===== config.mk =====
export PLATFORM = sky130hd
export DESIGN_NAME = magnetometer_autorange_heading
export DESIGN_NICKNAME = d
export VERILOG_FILES = /design/src/rtl/mah_pkg.sv /design/src/rtl/magnetometer_autorange_heading.sv
export SDC_FILE = /design/constraint.sdc
export NUM_CORES = 2
export LEC_CHECK = 0
export ABC_AREA = 1
export BUFFER_PORTS_ARGS = -buffer_cell sky130_fd_sc_hd__buf_2
export CORE_UTILIZATION = 40
export CTS_BUF_LIST = sky130_fd_sc_hd__clkbuf_16
export CTS_CLUSTER_DIAMETER = 80
export CTS_CLUSTER_SIZE = 25
export DETAILED_ROUTE_END_ITERATION = 6
export PLACE_DENSITY_LB_ADDON = 0.08
export RECOVER_POWER = 100
export SYNTH_ARGS = -nofsm -noshare
export SYNTH_HDL_FRONTEND = slang
export SYNTH_SLANG_ARGS = --single-unit

===== constraint.sdc =====
create_clock -name clk_i -period 9 [get_ports clk_i]
set_clock_uncertainty 0.1 [all_clocks]
set_input_delay 1.35 -clock clk_i [delete_from_list [all_inputs] [get_ports clk_i]]
set_output_delay 1.35 -clock clk_i [all_outputs]
set_load 0.01 [all_outputs]

===== src/rtl/mah_pkg.sv =====
`timescale 1ns / 1ps
package mah_pkg;

  localparam int CordicSteps = 16;
  localparam int CntW        = 5;

  localparam logic [1:0] StatusValid = 2'd0;
  localparam logic [1:0] StatusRetry = 2'd1;
  localparam logic [1:0] StatusEmpty = 2'd2;

  localparam logic [1:0] RegAutoRange   = 2'd0;
  localparam logic [1:0] RegInitialGain = 2'd1;

  localparam logic [2:0] TopGain   = 3'd6;
  localparam int         SatLimit  = 2040;
  localparam int         HalfTurn  = 180 * 65536;
  localparam int         LimFull   = 11520;
  localparam int         LimHalf   = 5760;

  // Counts per gauss of the x and y axes for each gain step.
  function automatic logic [10:0] lsb_xy(input logic [2:0] g);
    logic [10:0] r;
    unique case (g)
      3'd0:    r = 11'd1100;
      3'd1:    r = 11'd855;
      3'd2:    r = 11'd670;
      3'd3:    r = 11'd450;
      3'd4:    r = 11'd400;
      3'd5:    r = 11'd330;
      default: r = 11'd230;
    endcase
    return r;
  endfunction

  function automatic logic [10:0] lsb_z(input logic [2:0] g);
    logic [10:0] r;
    unique case (g)
      3'd0:    r = 11'd980;
      3'd1:    r = 11'd760;
      3'd2:    r = 11'd600;
      3'd3:    r = 11'd400;
      3'd4:    r = 11'd355;
      3'd5:    r = 11'd295;
      default: r = 11'd205;
    endcase
    return r;
  endfunction

  // atan(2^-i) in units of 2^-16 degree.
  function automatic logic [21:0] atan_tab(input logic [CntW-1:0] i);
    logic [21:0] r;
    unique case (i)
      5'd0:  r = 22'd2949120;
      5'd1:  r = 22'd1740967;
      5'd2:  r = 22'd919879;
      5'd3:  r = 22'd466945;
      5'd4:  r = 22'd234379;
      5'd5:  r = 22'd117304;
      5'd6:  r = 22'd58666;
      5'd7:  r = 22'd29335;
      5'd8:  r = 22'd14668;
      5'd9:  r = 22'd7334;
      5'd10: r = 22'd3667;
      5'd11: r = 22'd1833;
      5'd12: r = 22'd917;
      5'd13: r = 22'd458;
      5'd14: r = 22'd229;
      5'd15: r = 22'd115;
      5'd16: r = 22'd57;
      5'd17: r = 22'd29;
      5'd18: r = 22'd14;
      5'd19: r = 22'd7;
      5'd20: r = 22'd4;
      5'd21: r = 22'd2;
      5'd22: r = 22'd1;
      default: r = 22'd0;
    endcase
    return r;
  endfunction

endpackage


===== src/rtl/magnetometer_autorange_heading.sv =====
`timescale 1ns / 1ps
// A sample without data ready, or one that raises the gain, goes from the check state straight
// to the output state; a full reading passes the check, three divisions, the two squares, the
// root, three CORDIC runs (each of CordicSteps iterations) and then the output state.
// One item at a time: a new item is accepted in the idle state once the result is offered,
// and the block waits in the output state while an earlier result is still stalled.
// Reset clears the gain step, the auto-range enable and all handshake state.
module magnetometer_autorange_heading (
  input  logic        clk_i,
  input  logic        rst_ni,
  input  logic        s_axis_tvalid_i,
  output logic        s_axis_tready_o,
  input  logic [39:0] s_axis_tdata_i,  // raw_x[11:0], raw_y[23:12], raw_z[35:24], zero pad
  input  logic        s_axis_tuser_i,  // data_ready
  output logic        m_axis_tvalid_o,
  input  logic        m_axis_tready_i,
  // mag_x[14:0], mag_y[29:15], mag_z[44:30], heading[59:45], roll[74:60],
  // pitch[88:75], gain_step[91:89], zero pad
  output logic [95:0] m_axis_tdata_o,
  output logic [1:0]  m_axis_tuser_o,  // status
  input  logic        cfg_valid_i,
  output logic        cfg_ready_o,
  input  logic [1:0]  cfg_index_i,
  input  logic [2:0]  cfg_data_i
);
  import mah_pkg::*;

  typedef enum logic [10:0] {
    S_IDLE  = 11'b00000000001,
    S_CHK   = 11'b00000000010,
    S_DLOAD = 11'b00000000100,
    S_DIV   = 11'b00000001000,
    S_SQ0   = 11'b00000010000,
    S_SQ1   = 11'b00000100000,
    S_SQRT  = 11'b00001000000,
    S_CINIT = 11'b00010000000,
    S_CORD  = 11'b00100000000,
    S_CFIN  = 11'b01000000000,
    S_DONE  = 11'b10000000000
  } state_e;

  state_e state_q, state_d;

  logic               auto_q;
  logic [2:0]         gain_q;
  logic signed [11:0] rx_q, ry_q, rz_q;
  logic               dr_q;
  logic [1:0]         status_q;
  logic [1:0]         ax_q;
  logic [CntW-1:0]    cnt_q;
  logic [22:0]        num_q;
  logic [11:0]        rem_q;
  logic               neg_q;
  logic signed [14:0] mx_q, my_q, mz_q;
  logic [28:0]        sq_q;
  logic [49:0]        rad_q;
  logic [24:0]        root_q;
  logic [26:0]        srem_q;
  logic signed [27:0] cx_q, cy_q;
  logic signed [25:0] cz_q;
  logic               zz_q;
  logic signed [14:0] hd_q, rl_q;
  logic signed [13:0] pt_q;
  logic               m_valid_q;
  logic [95:0]        m_data_q;
  logic [1:0]         m_user_q;

  // Operand selection for the divider.
  logic signed [11:0] raw_sel;
  logic [11:0]        raw_abs;
  logic [10:0]        lsb_sel;
  logic [11:0]        dvs;
  logic [12:0]        rem_sh;
  logic               div_ge;
  logic [22:0]        num_next;
  logic [14:0]        quo;
  logic signed [14:0] quo_s;

  // Shared multiplier for the sum of squares.
  logic signed [14:0] mul_a;
  logic signed [29:0] mul_p;

  // Root recurrence.
  logic [26:0]        srem_sh, trial;
  logic               sq_ge;

  // CORDIC.
  logic signed [27:0] opx, opy, cx_sh, cy_sh;
  logic signed [25:0] tab_s;
  logic [25:0]        zabs;
  logic [15:0]        zrnd, zlim, zclamp;
  logic [15:0]        zres;
  logic               sat;
  logic               out_free;

  always_comb begin
    unique case (ax_q)
      2'd0:    raw_sel = rx_q;
      2'd1:    raw_sel = ry_q;
      default: raw_sel = rz_q;
    endcase
  end

  assign raw_abs  = raw_sel[11] ? (~raw_sel + 12'd1) : raw_sel;
  assign lsb_sel  = (ax_q == 2'd2) ? lsb_z(gain_q) : lsb_xy(gain_q);
  assign dvs      = {lsb_sel, 1'b0};
  assign rem_sh   = {rem_q, num_q[22]};
  assign div_ge   = rem_sh >= {1'b0, dvs};
  assign num_next = {num_q[21:0], div_ge};
  assign quo      = num_next[14:0];
  assign quo_s    = neg_q ? -$signed(quo) : $signed(quo);

  assign mul_a = (state_q == S_SQ0) ? my_q : mz_q;
  assign mul_p = mul_a * mul_a;

  assign srem_sh = {srem_q[24:0], rad_q[49:48]};
  assign trial   = {root_q, 2'b01};
  assign sq_ge   = srem_sh >= trial;

  always_comb begin
    unique case (ax_q)
      2'd0: begin
        opy = 28'(my_q) <<< 10;
        opx = 28'(mx_q) <<< 10;
      end
      2'd1: begin
        opy = -(28'(my_q) <<< 10);
        opx = 28'(mz_q) <<< 10;
      end
      default: begin
        opy = 28'(mx_q) <<< 10;
        opx = $signed({3'b000, root_q});
      end
    endcase
  end

  assign cx_sh = cx_q >>> cnt_q;
  assign cy_sh = cy_q >>> cnt_q;
  assign tab_s = $signed({4'b0000, atan_tab(cnt_q)});

  assign zabs   = cz_q[25] ? 26'(-cz_q) : 26'(cz_q);
  assign zrnd   = 16'((zabs + 26'd512) >> 10);
  assign zlim   = (ax_q == 2'd2) ? 16'(LimHalf) : 16'(LimFull);
  assign zclamp = (zrnd > zlim) ? zlim : zrnd;
  assign zres   = zz_q ? 16'd0 : (cz_q[25] ? -zclamp : zclamp);

  assign sat = (rx_q >= 12'sd2040) | (rx_q <= -12'sd2040) |
               (ry_q >= 12'sd2040) | (ry_q <= -12'sd2040) |
               (rz_q >= 12'sd2040) | (rz_q <= -12'sd2040);

  assign out_free = !m_valid_q || m_axis_tready_i;

  always_comb begin
    state_d = state_q;
    unique case (state_q)
      S_IDLE:  if (s_axis_tvalid_i) state_d = S_CHK;
      S_CHK: begin
        if (!dr_q || (auto_q && sat && gain_q < TopGain)) begin
          state_d = S_DONE;
        end else begin
          state_d = S_DLOAD;
        end
      end
      S_DLOAD: state_d = S_DIV;
      S_DIV: begin
        if (cnt_q == CntW'(22)) begin
          state_d = (ax_q == 2'd2) ? S_SQ0 : S_DLOAD;
        end
      end
      S_SQ0:   state_d = S_SQ1;
      S_SQ1:   state_d = S_SQRT;
      S_SQRT:  if (cnt_q == CntW'(24)) state_d = S_CINIT;
      S_CINIT: state_d = S_CORD;
      S_CORD:  if (cnt_q == CntW'(CordicSteps - 1)) state_d = S_CFIN;
      S_CFIN:  state_d = (ax_q == 2'd2) ? S_DONE : S_CINIT;
      S_DONE:  if (out_free) state_d = S_IDLE;
      default: state_d = S_IDLE;
    endcase
  end

  always_ff @(posedge clk_i or negedge rst_ni) begin
    if (!rst_ni) begin
      state_q   <= S_IDLE;
      auto_q    <= 1'b0;
      gain_q    <= 3'd0;
      m_valid_q <= 1'b0;
      ax_q      <= 2'd0;
      cnt_q     <= '0;
    end else begin
      state_q <= state_d;
      if (cfg_valid_i) begin
        if (cfg_index_i == RegAutoRange) begin
          auto_q <= cfg_data_i[0];
        end else if (cfg_index_i == RegInitialGain) begin
          gain_q <= (cfg_data_i > TopGain) ? TopGain : cfg_data_i;
        end
      end
      if (m_valid_q && m_axis_tready_i) m_valid_q <= 1'b0;
      unique case (state_q)
        S_IDLE: begin
          ax_q  <= 2'd0;
          cnt_q <= '0;
        end
        S_CHK: begin
          if (dr_q && auto_q && sat && gain_q < TopGain) gain_q <= gain_q + 3'd1;
        end
        S_DIV: begin
          if (cnt_q == CntW'(22)) begin
            cnt_q <= '0;
            ax_q  <= (ax_q == 2'd2) ? 2'd0 : ax_q + 2'd1;
          end else begin
            cnt_q <= cnt_q + CntW'(1);
          end
        end
        S_SQRT: cnt_q <= (cnt_q == CntW'(24)) ? '0 : cnt_q + CntW'(1);
        S_CORD: cnt_q <= (cnt_q == CntW'(CordicSteps - 1)) ? '0 : cnt_q + CntW'(1);
        S_CFIN: ax_q <= ax_q + 2'd1;
        S_DONE: begin
          if (out_free) m_valid_q <= 1'b1;
        end
        default: ;
      endcase
    end
  end

  // Datapath registers.
  always_ff @(posedge clk_i) begin
    unique case (state_q)
      S_IDLE: begin
        if (s_axis_tvalid_i) begin
          rx_q <= $signed(s_axis_tdata_i[11:0]);
          ry_q <= $signed(s_axis_tdata_i[23:12]);
          rz_q <= $signed(s_axis_tdata_i[35:24]);
          dr_q <= s_axis_tuser_i;
        end
      end
      S_CHK: begin
        if (!dr_q) begin
          status_q <= StatusEmpty;
        end else if (auto_q && sat && gain_q < TopGain) begin
          status_q <= StatusRetry;
        end else begin
          status_q <= StatusValid;
        end
      end
      S_DLOAD: begin
        num_q <= 23'(raw_abs) * 23'd3200 + 23'(lsb_sel);
        rem_q <= '0;
        neg_q <= raw_sel[11];
      end
      S_DIV: begin
        num_q <= num_next;
        rem_q <= div_ge ? 12'(rem_sh - {1'b0, dvs}) : rem_sh[11:0];
        if (cnt_q == CntW'(22)) begin
          unique case (ax_q)
            2'd0:    mx_q <= quo_s;
            2'd1:    my_q <= quo_s;
            default: mz_q <= quo_s;
          endcase
        end
      end
      S_SQ0: sq_q <= mul_p[28:0];
      S_SQ1: begin
        rad_q  <= {1'b0, sq_q + mul_p[28:0], 20'd0};
        root_q <= '0;
        srem_q <= '0;
      end
      S_SQRT: begin
        rad_q  <= {rad_q[47:0], 2'b00};
        srem_q <= sq_ge ? srem_sh - trial : srem_sh;
        root_q <= {root_q[23:0], sq_ge};
      end
      S_CINIT: begin
        zz_q <= (opx == 28'sd0) && (opy == 28'sd0);
        if (opx < 0) begin
          cx_q <= -opx;
          cy_q <= -opy;
          cz_q <= (opy >= 0) ? 26'(HalfTurn) : -26'(HalfTurn);
        end else begin
          cx_q <= opx;
          cy_q <= opy;
          cz_q <= '0;
        end
      end
      S_CORD: begin
        if (cy_q > 0) begin
          cx_q <= cx_q + cy_sh;
          cy_q <= cy_q - cx_sh;
          cz_q <= cz_q + tab_s;
        end else begin
          cx_q <= cx_q - cy_sh;
          cy_q <= cy_q + cx_sh;
          cz_q <= cz_q - tab_s;
        end
      end
      S_CFIN: begin
        unique case (ax_q)
          2'd0:    hd_q <= zres[14:0];
          2'd1:    rl_q <= zres[14:0];
          default: pt_q <= zres[13:0];
        endcase
      end
      S_DONE: begin
        if (out_free) begin
          m_user_q <= status_q;
          if (status_q == StatusValid) begin
            m_data_q <= {4'd0, gain_q, pt_q, rl_q, hd_q, mz_q, my_q, mx_q};
          end else begin
            m_data_q <= {4'd0, gain_q, 89'd0};
          end
        end
      end
      default: ;
    endcase
  end

  assign s_axis_tready_o = (state_q == S_IDLE);
  assign m_axis_tvalid_o = m_valid_q;
  assign m_axis_tdata_o  = m_data_q;
  assign m_axis_tuser_o  = m_user_q;
  assign cfg_ready_o     = 1'b1;

endmodule


### Yosys cells after proc, flatten, opt, wreduce, memory -nomap -nowiden

Memories as Yosys holds them, arrays and structs flattened.
Cells that the tools add are included.

| word-level totals | value |
|---|---|
| memories kept | 1 |
| register bits | 497 |
| bits in read-only memories | 704 |
| output and inout bits | 101 |

| cells by class | value |
|---|---|
| magnitude comparators | 14 |
| muxes and demuxes | 57 |
| $mul | 2 |
| $add $sub $neg | 21 |
| equal/unequal tests | 27 |
| bitwise operators | 7 |
| shift operators | 2 |
| reduce and logical (&&, ||, !) cells | 34 |

Memory list:

| memory | depth | bits a word | rd ports | clocked after Yosys merged registers in | wr ports | line | RTL |
|---|---|---|---|---|---|---|---|
| (no name shown) | 32 | 22 | 1 | 0 | 0 | mah_pkg.sv:52 | `unique case (i)` |

Operator list:

| cell | number |
|---|---|
| $pmux 28 s2 | 4 |
| $pmux 11 s11 | 1 |
| $mux 28 | 4 |
| $mux 26 | 4 |
| $pmux 25 s2 | 2 |
| $pmux 50 s2 | 1 |
| $mux 11 | 8 |
| $mux 15 | 5 |
| $pmux 11 s6 | 1 |
| $pmux 10 s6 | 1 |
| $add 28x28->28 | 2 |
| $logic_not 28->1 | 2 |
| $neg 28->28 | 2 |
| $sshr 28x5->28 | 2 |
| $sub 28x28->28 | 2 |
| $pmux 26 s2 | 1 |
| $pmux 12 s2 | 2 |
| $pmux 23 s2 | 1 |
| $ge 12x12->1 const B | 3 |
| $le 12x12->1 const B | 3 |
| $neg 15->15 | 2 |
| $add 29x29->29 | 1 |
| $mul 15x15->29 | 1 |
| $ge 28x1->1 const B | 1 |
| other kinds (63) | 108 |

### Longest topological paths before layout

| logic depth | value |
|---|---|
| depth in word-level cells | 11 |
| mapped depth | 47 |

### Worst setup path after synthesis

No wires, ideal clock.

| timing path | value |
|---|---|
| kind | reg-to-reg |
| start | register state_q[3] |
| end | register rad_q[47], data pin |
| cell stages (with the launch flop) | 40 |
| setup slack | -0.492 ns |
| library setup time | 0.272 ns |
| arrival | 9.121 ns |
| cells stage by stage | dfrtp_1 -> nor2_1 -> inv_1 -> nor2_1 -> inv_1 -> nor2_1 -> nand2_1 -> inv_1 -> clkbuf_1 -> a21oi_1 -> inv_1 -> nor2_1 -> fa_1 -> inv_1 -> fa_1 -> inv_1 -> fa_1 -> fa_1 -> [... 4 more ...] -> ha_1 -> a21oi_1 -> a21boi_1 -> o21ai_1 -> a21boi_1 -> o21ai_1 -> a21boi_1 -> o21ai_1 -> a21boi_1 -> xnor2_1 -> ha_1 -> nand2_1 -> nor2_1 -> nand2_1 -> or4_1 -> o221ai_1 -> or2_2 -> a31oi_1 |

| on the way | value |
|---|---|
| cells in the longest elaborated chain, start to end | 5 |

RTL lines:

| element | line | RTL |
|---|---|---|
| from (decl) | magnetometer_autorange_heading.sv:42 | `state_e state_q, state_d;` |
| from (signal assigned) | magnetometer_autorange_heading.sv:190 | `state_q <= state_d;` |
| $eq 11x5->1 | magnetometer_autorange_heading.sv:113 | `assign mul_a = (state_q == S_SQ0) ? my_q : mz_q;` |
| $mux 15 | magnetometer_autorange_heading.sv:113 |  |
| $mul 15x15->29 | magnetometer_autorange_heading.sv:114 | `assign mul_p = mul_a * mul_a;` |
| named net mul_p[25] | magnetometer_autorange_heading.sv:81 | `logic signed [29:0] mul_p;` |
| $add 29x29->29 | magnetometer_autorange_heading.sv:264 | `rad_q <= {1'b0, sq_q + mul_p[28:0], 20'd0};` |
| $pmux 50 s2 | magnetometer_autorange_heading.sv:228 | `unique case (state_q)` |
| to (signal assigned) | magnetometer_autorange_heading.sv:264 |  |
| to (signal assigned) | magnetometer_autorange_heading.sv:269 | `rad_q <= {rad_q[47:0], 2'b00};` |
| to (decl) | magnetometer_autorange_heading.sv:56 | `logic [49:0] rad_q;` |

The timed path passes the listed nets, and every way through them passes these cells. The select of a mux whose other input is x is not followed.
A chain may end at the register's enable or synchronous reset.

### Worst setup path after layout

| timing path | value |
|---|---|
| start | register state_q[0] |
| end | register rad_q[47], data pin |

Same word-level chain as after synthesis.

==> flow_summary.json <==
{
  "final_cells": 6736,
  "dp_hpwl_um": 91200,
  "p_leak_nw": 20.7,
  "io_buffers": 142,
  "core_area_um2": 102000,
  "htree_levels": 2,
  "cts_root_buf": "clkbuf_16",
  "failed_checks": "max-capacitance violations, max-slew violations",
  "register_area_um2": 14100,
  "drtIter0Drc": 2356,
  "fill_cells": 10300,
  "postLayoutCellArea_um2": 46200,
  "path_clk_slew_ps": 100,
  "crit_top_cell": "fa_1",
  "drive_gt1_share_pct": 10.6,
  "cts_hold_buf": 0,
  "worstSetupPathType": "reg2reg",
  "synth_edf_count": 449,
  "cp_data_arrival_time_ps": 8800,
  "grt.overflow.total": 0,
  "route.met2.wl_um": 52600,
  "wl_um": 117000,
  "layout_commonest_cell": "nand2_1",
  "antenna_found_initial": 0,
  "wl_met1_um": 55500,
  "synth_cells": 5136,
  "fin_ws_ps": 456,
  "cts_made_buffers": 37,
  "start_kind": "flip-flop",
  "post_drt_wl_per_cell_um": 17.3,
  "dpl_cell_area_um2": 44500,
  "cp_slowest_cell": "fa_1",
  "rows": 117,
  "dieArea_um2": 105000,
  "syn_avg_cell_area_um2": 8.09,
  "holdWs_ps": 370,
  "clkPwrFrac_pct": 27.4,
  "vias_per_cell": 5.09,
  "clkSinkCount": 472,
  "hold_viol": 0,
  "synth_seq_cells": 472,
  "seq_area_frac_synth_pct": 33.8,
  "clockBufferDepth": 3,
  "worstPathRequired_ps": 9260,
  "gp_congestion": 0.921,
  "finalSetupViolCount": 0,
  "max_freq_mhz": 117,
  "first_global_vias": 33400,
  "die_w_um": 324,
  "p_sw_mw": 2.32,
  "crit_path_max_incr_delay_ps": 580,
  "power_per_cell_area_nw_per_um2": 142,
  "worstHoldPathType": "reg2reg",
  "outcome": "finished, violations left",
  "syn_to_final_growth_pct": 11.3,
  "ioPinCount": 152,
  "tritoncts": "done",
  "dr_total_vias": 34300,
  "internal-power_mw": 4.24,
  "relSlewSlack_pct": -7.42,
  "dp.cells": 6653,
  "top_layer_used": "met4",
  "drcViolationCount": 0,
  "synth_cell_types": 72,
  "max-vdd-ir-drop_mv": 0.370,
  "synth_area_um2": 41600,
  "worstMarginPinSlew_ps": 1610,
  "dr_wl_met3_um": 5650,
  "die_h_um": 324,
  "final_cell_mix": "nand2_1 (888), inv_1 (862), nor2_1 (552)",
  "grt_pass1_wl_um": 185000,
  "clk_latency_ps": 640,
  "max_cap_violations": 1,
  "synth-warning-count": 0,
  "critPathCaptureType": "flip-flop",
  "multi_input_area_um2": 23800,
  "final_net_count": 5896,
  "first_pass_iters": 7,
  "fin_crit_sh_pct": 94.9,
  "grtUsageTotal_pct": 22.1,
  "layout_min_cycle_time_ps": 8540,
  "place_ws_ps": -62.6,
  "ant_nets": 0,
  "cp_max_fo": 10,
  "async_flop_share_pct": 4.87,
  "start_util_pct": 40.6,
  "setup_tns_ps": 0,
  "maxSlewViolCount": 24,
  "p_sw_share_pct": 35.4,
  "seq_power_share_pct": 39.9,
  "grt_max_degree": 85,
  "diodes": 0,
  "pwr-share-comb_pct": 32.8,
  "synth_flop_cell": "edfxtp_1"
}
## critical path: cells and delay by family, from the launching register on
kind / cells / cell delay (ps)
AOI/OAI and AO/OA: 5 / 710
buffers and inverters: 12 / 1410
adders and majority gates: 8 / 4030
and+or+nand+nor: 11 / 1330
DFF: 1 / 540
xor gates and xnor gates: 1 / 120
## logic make-up (layout without fill, tap and decap cells)
kind of cell             Yosys count  after routing  synth area share, %
AO/OA/AOI/OAI                   1016           1016                 13.6
other                              2              5               0.0181
flip-flops                       472            472                 33.8
buffers and inverters           1046           1275                 9.77
XOR/XNOR                         224            224                 4.72
AND/OR/NAND/NOR                 1855           1855                 18.7
multiplexers                      16             16                0.388
adder cells (fa/ha/maj)          505            505                 18.9
## state kept, by name (all words and copies together), names as in the netlist, 11 cells and up
register	flops
rem_q	12
sq_q	28
rad_q	30
my_q	15
cz_q	26
m_axis_tdata_o	92
root_q	25
num_q	23
pt_q	14
ry_q	12
mz_q	15
hd_q	15
cy_q	28
state_q	11
rx_q	12
rl_q	15
cx_q	28
mx_q	15
rz_q	12
srem_q	25
## area by class of cell
cell class,instances,share of cell area (%)
multi-input combinational,3621,51.4
sequential,472,30.4
inverter,895,7.30
timing repair inverter,2,0.0352
clock inverter,30,0.741
clock buffer,37,2.00
tap,1368,3.70
timing repair buffer,311,4.41
## synth_stat cells, drive strengths merged (10+ instances only)
cell / number / area (um^2)
a211oi: 10 / 75.1
a21boi: 15 / 113
a21oi: 354 / 1800
a31oi: 35 / 219
buf: 72 / 403
clkbuf: 79 / 297
clkinv: 14 / 52.6
dfrtp: 22 / 551
edfxtp: 449 / 13500
fa: 207 / 4140
ha: 298 / 3730
inv: 881 / 3310
mux2i: 15 / 150
nand2: 910 / 3460
nand3: 150 / 813
nand4: 38 / 238
nor2: 610 / 2370
nor3: 68 / 360
nor4: 27 / 169
o211ai: 32 / 240
o21a: 18 / 135
o21ai: 441 / 2230
o21bai: 15 / 113
o221ai: 15 / 131
o22ai: 28 / 175
o31ai: 13 / 97.6
or2: 26 / 165
xnor2: 88 / 771
xor2: 136 / 1190
## metal layers
layer / GRT usage (%) / vias to the layer above
met1: 31.2 / 16200
li1: - / 17300
met2: 35.8 / 725
met3: 2.60 / 129
met4: 5.50 / 0
met5: 0 / -
## timing repair
| item | CTS | global route |
|---|---|---|
| cloned | 0 | 2 |
| resized for setup | 3 | 102 |
| pin swaps | 1 | 26 |
| endpoints found under the setup margin | 3 | 12 |
| setup buffers | 0 | 14 |
## worst paths after layout
check                      cells after the start         from                 to  slack [ps]
hold / removal                                 0  status_q[1]  m_axis_tuser_o[1]         370
max in group asynchronous                      1       rst_ni           cnt_q[0]        6730
setup reg to reg                              37   state_q[0]          rad_q[47]         460
hold reg to reg                                0  status_q[1]  m_axis_tuser_o[1]         370
setup / recovery                              37   state_q[0]          rad_q[47]         460
min in group asynchronous                      1       rst_ni    m_axis_tvalid_o        1010
## through the flow
stage                     utilization, %  total power [mW]
after floorplan                        -              4.36
after global placement              43.5              4.80
after detailed placement            43.5              4.83
after CTS                           44.8              6.65
after global routing                45.2              7.02
final                               45.2              6.56
## power by group through the flow
| stage | Clock (mW) | Combinational, mW | Sequential [mW] |
|---|---|---|---|
| 3_3_place_gp | 0 | 2.14 | 2.66 |
| 2_1_floorplan | 0 | 1.69 | 2.67 |
| 3_5_place_dp | 0 | 2.16 | 2.66 |
| 6_report | 1.80 | 2.15 | 2.62 |
| 4_1_cts | 1.85 | 2.18 | 2.62 |
| 5_1_grt | 1.92 | 2.48 | 2.62 |
Note: power is estimated with default switching activity, not from simulation.
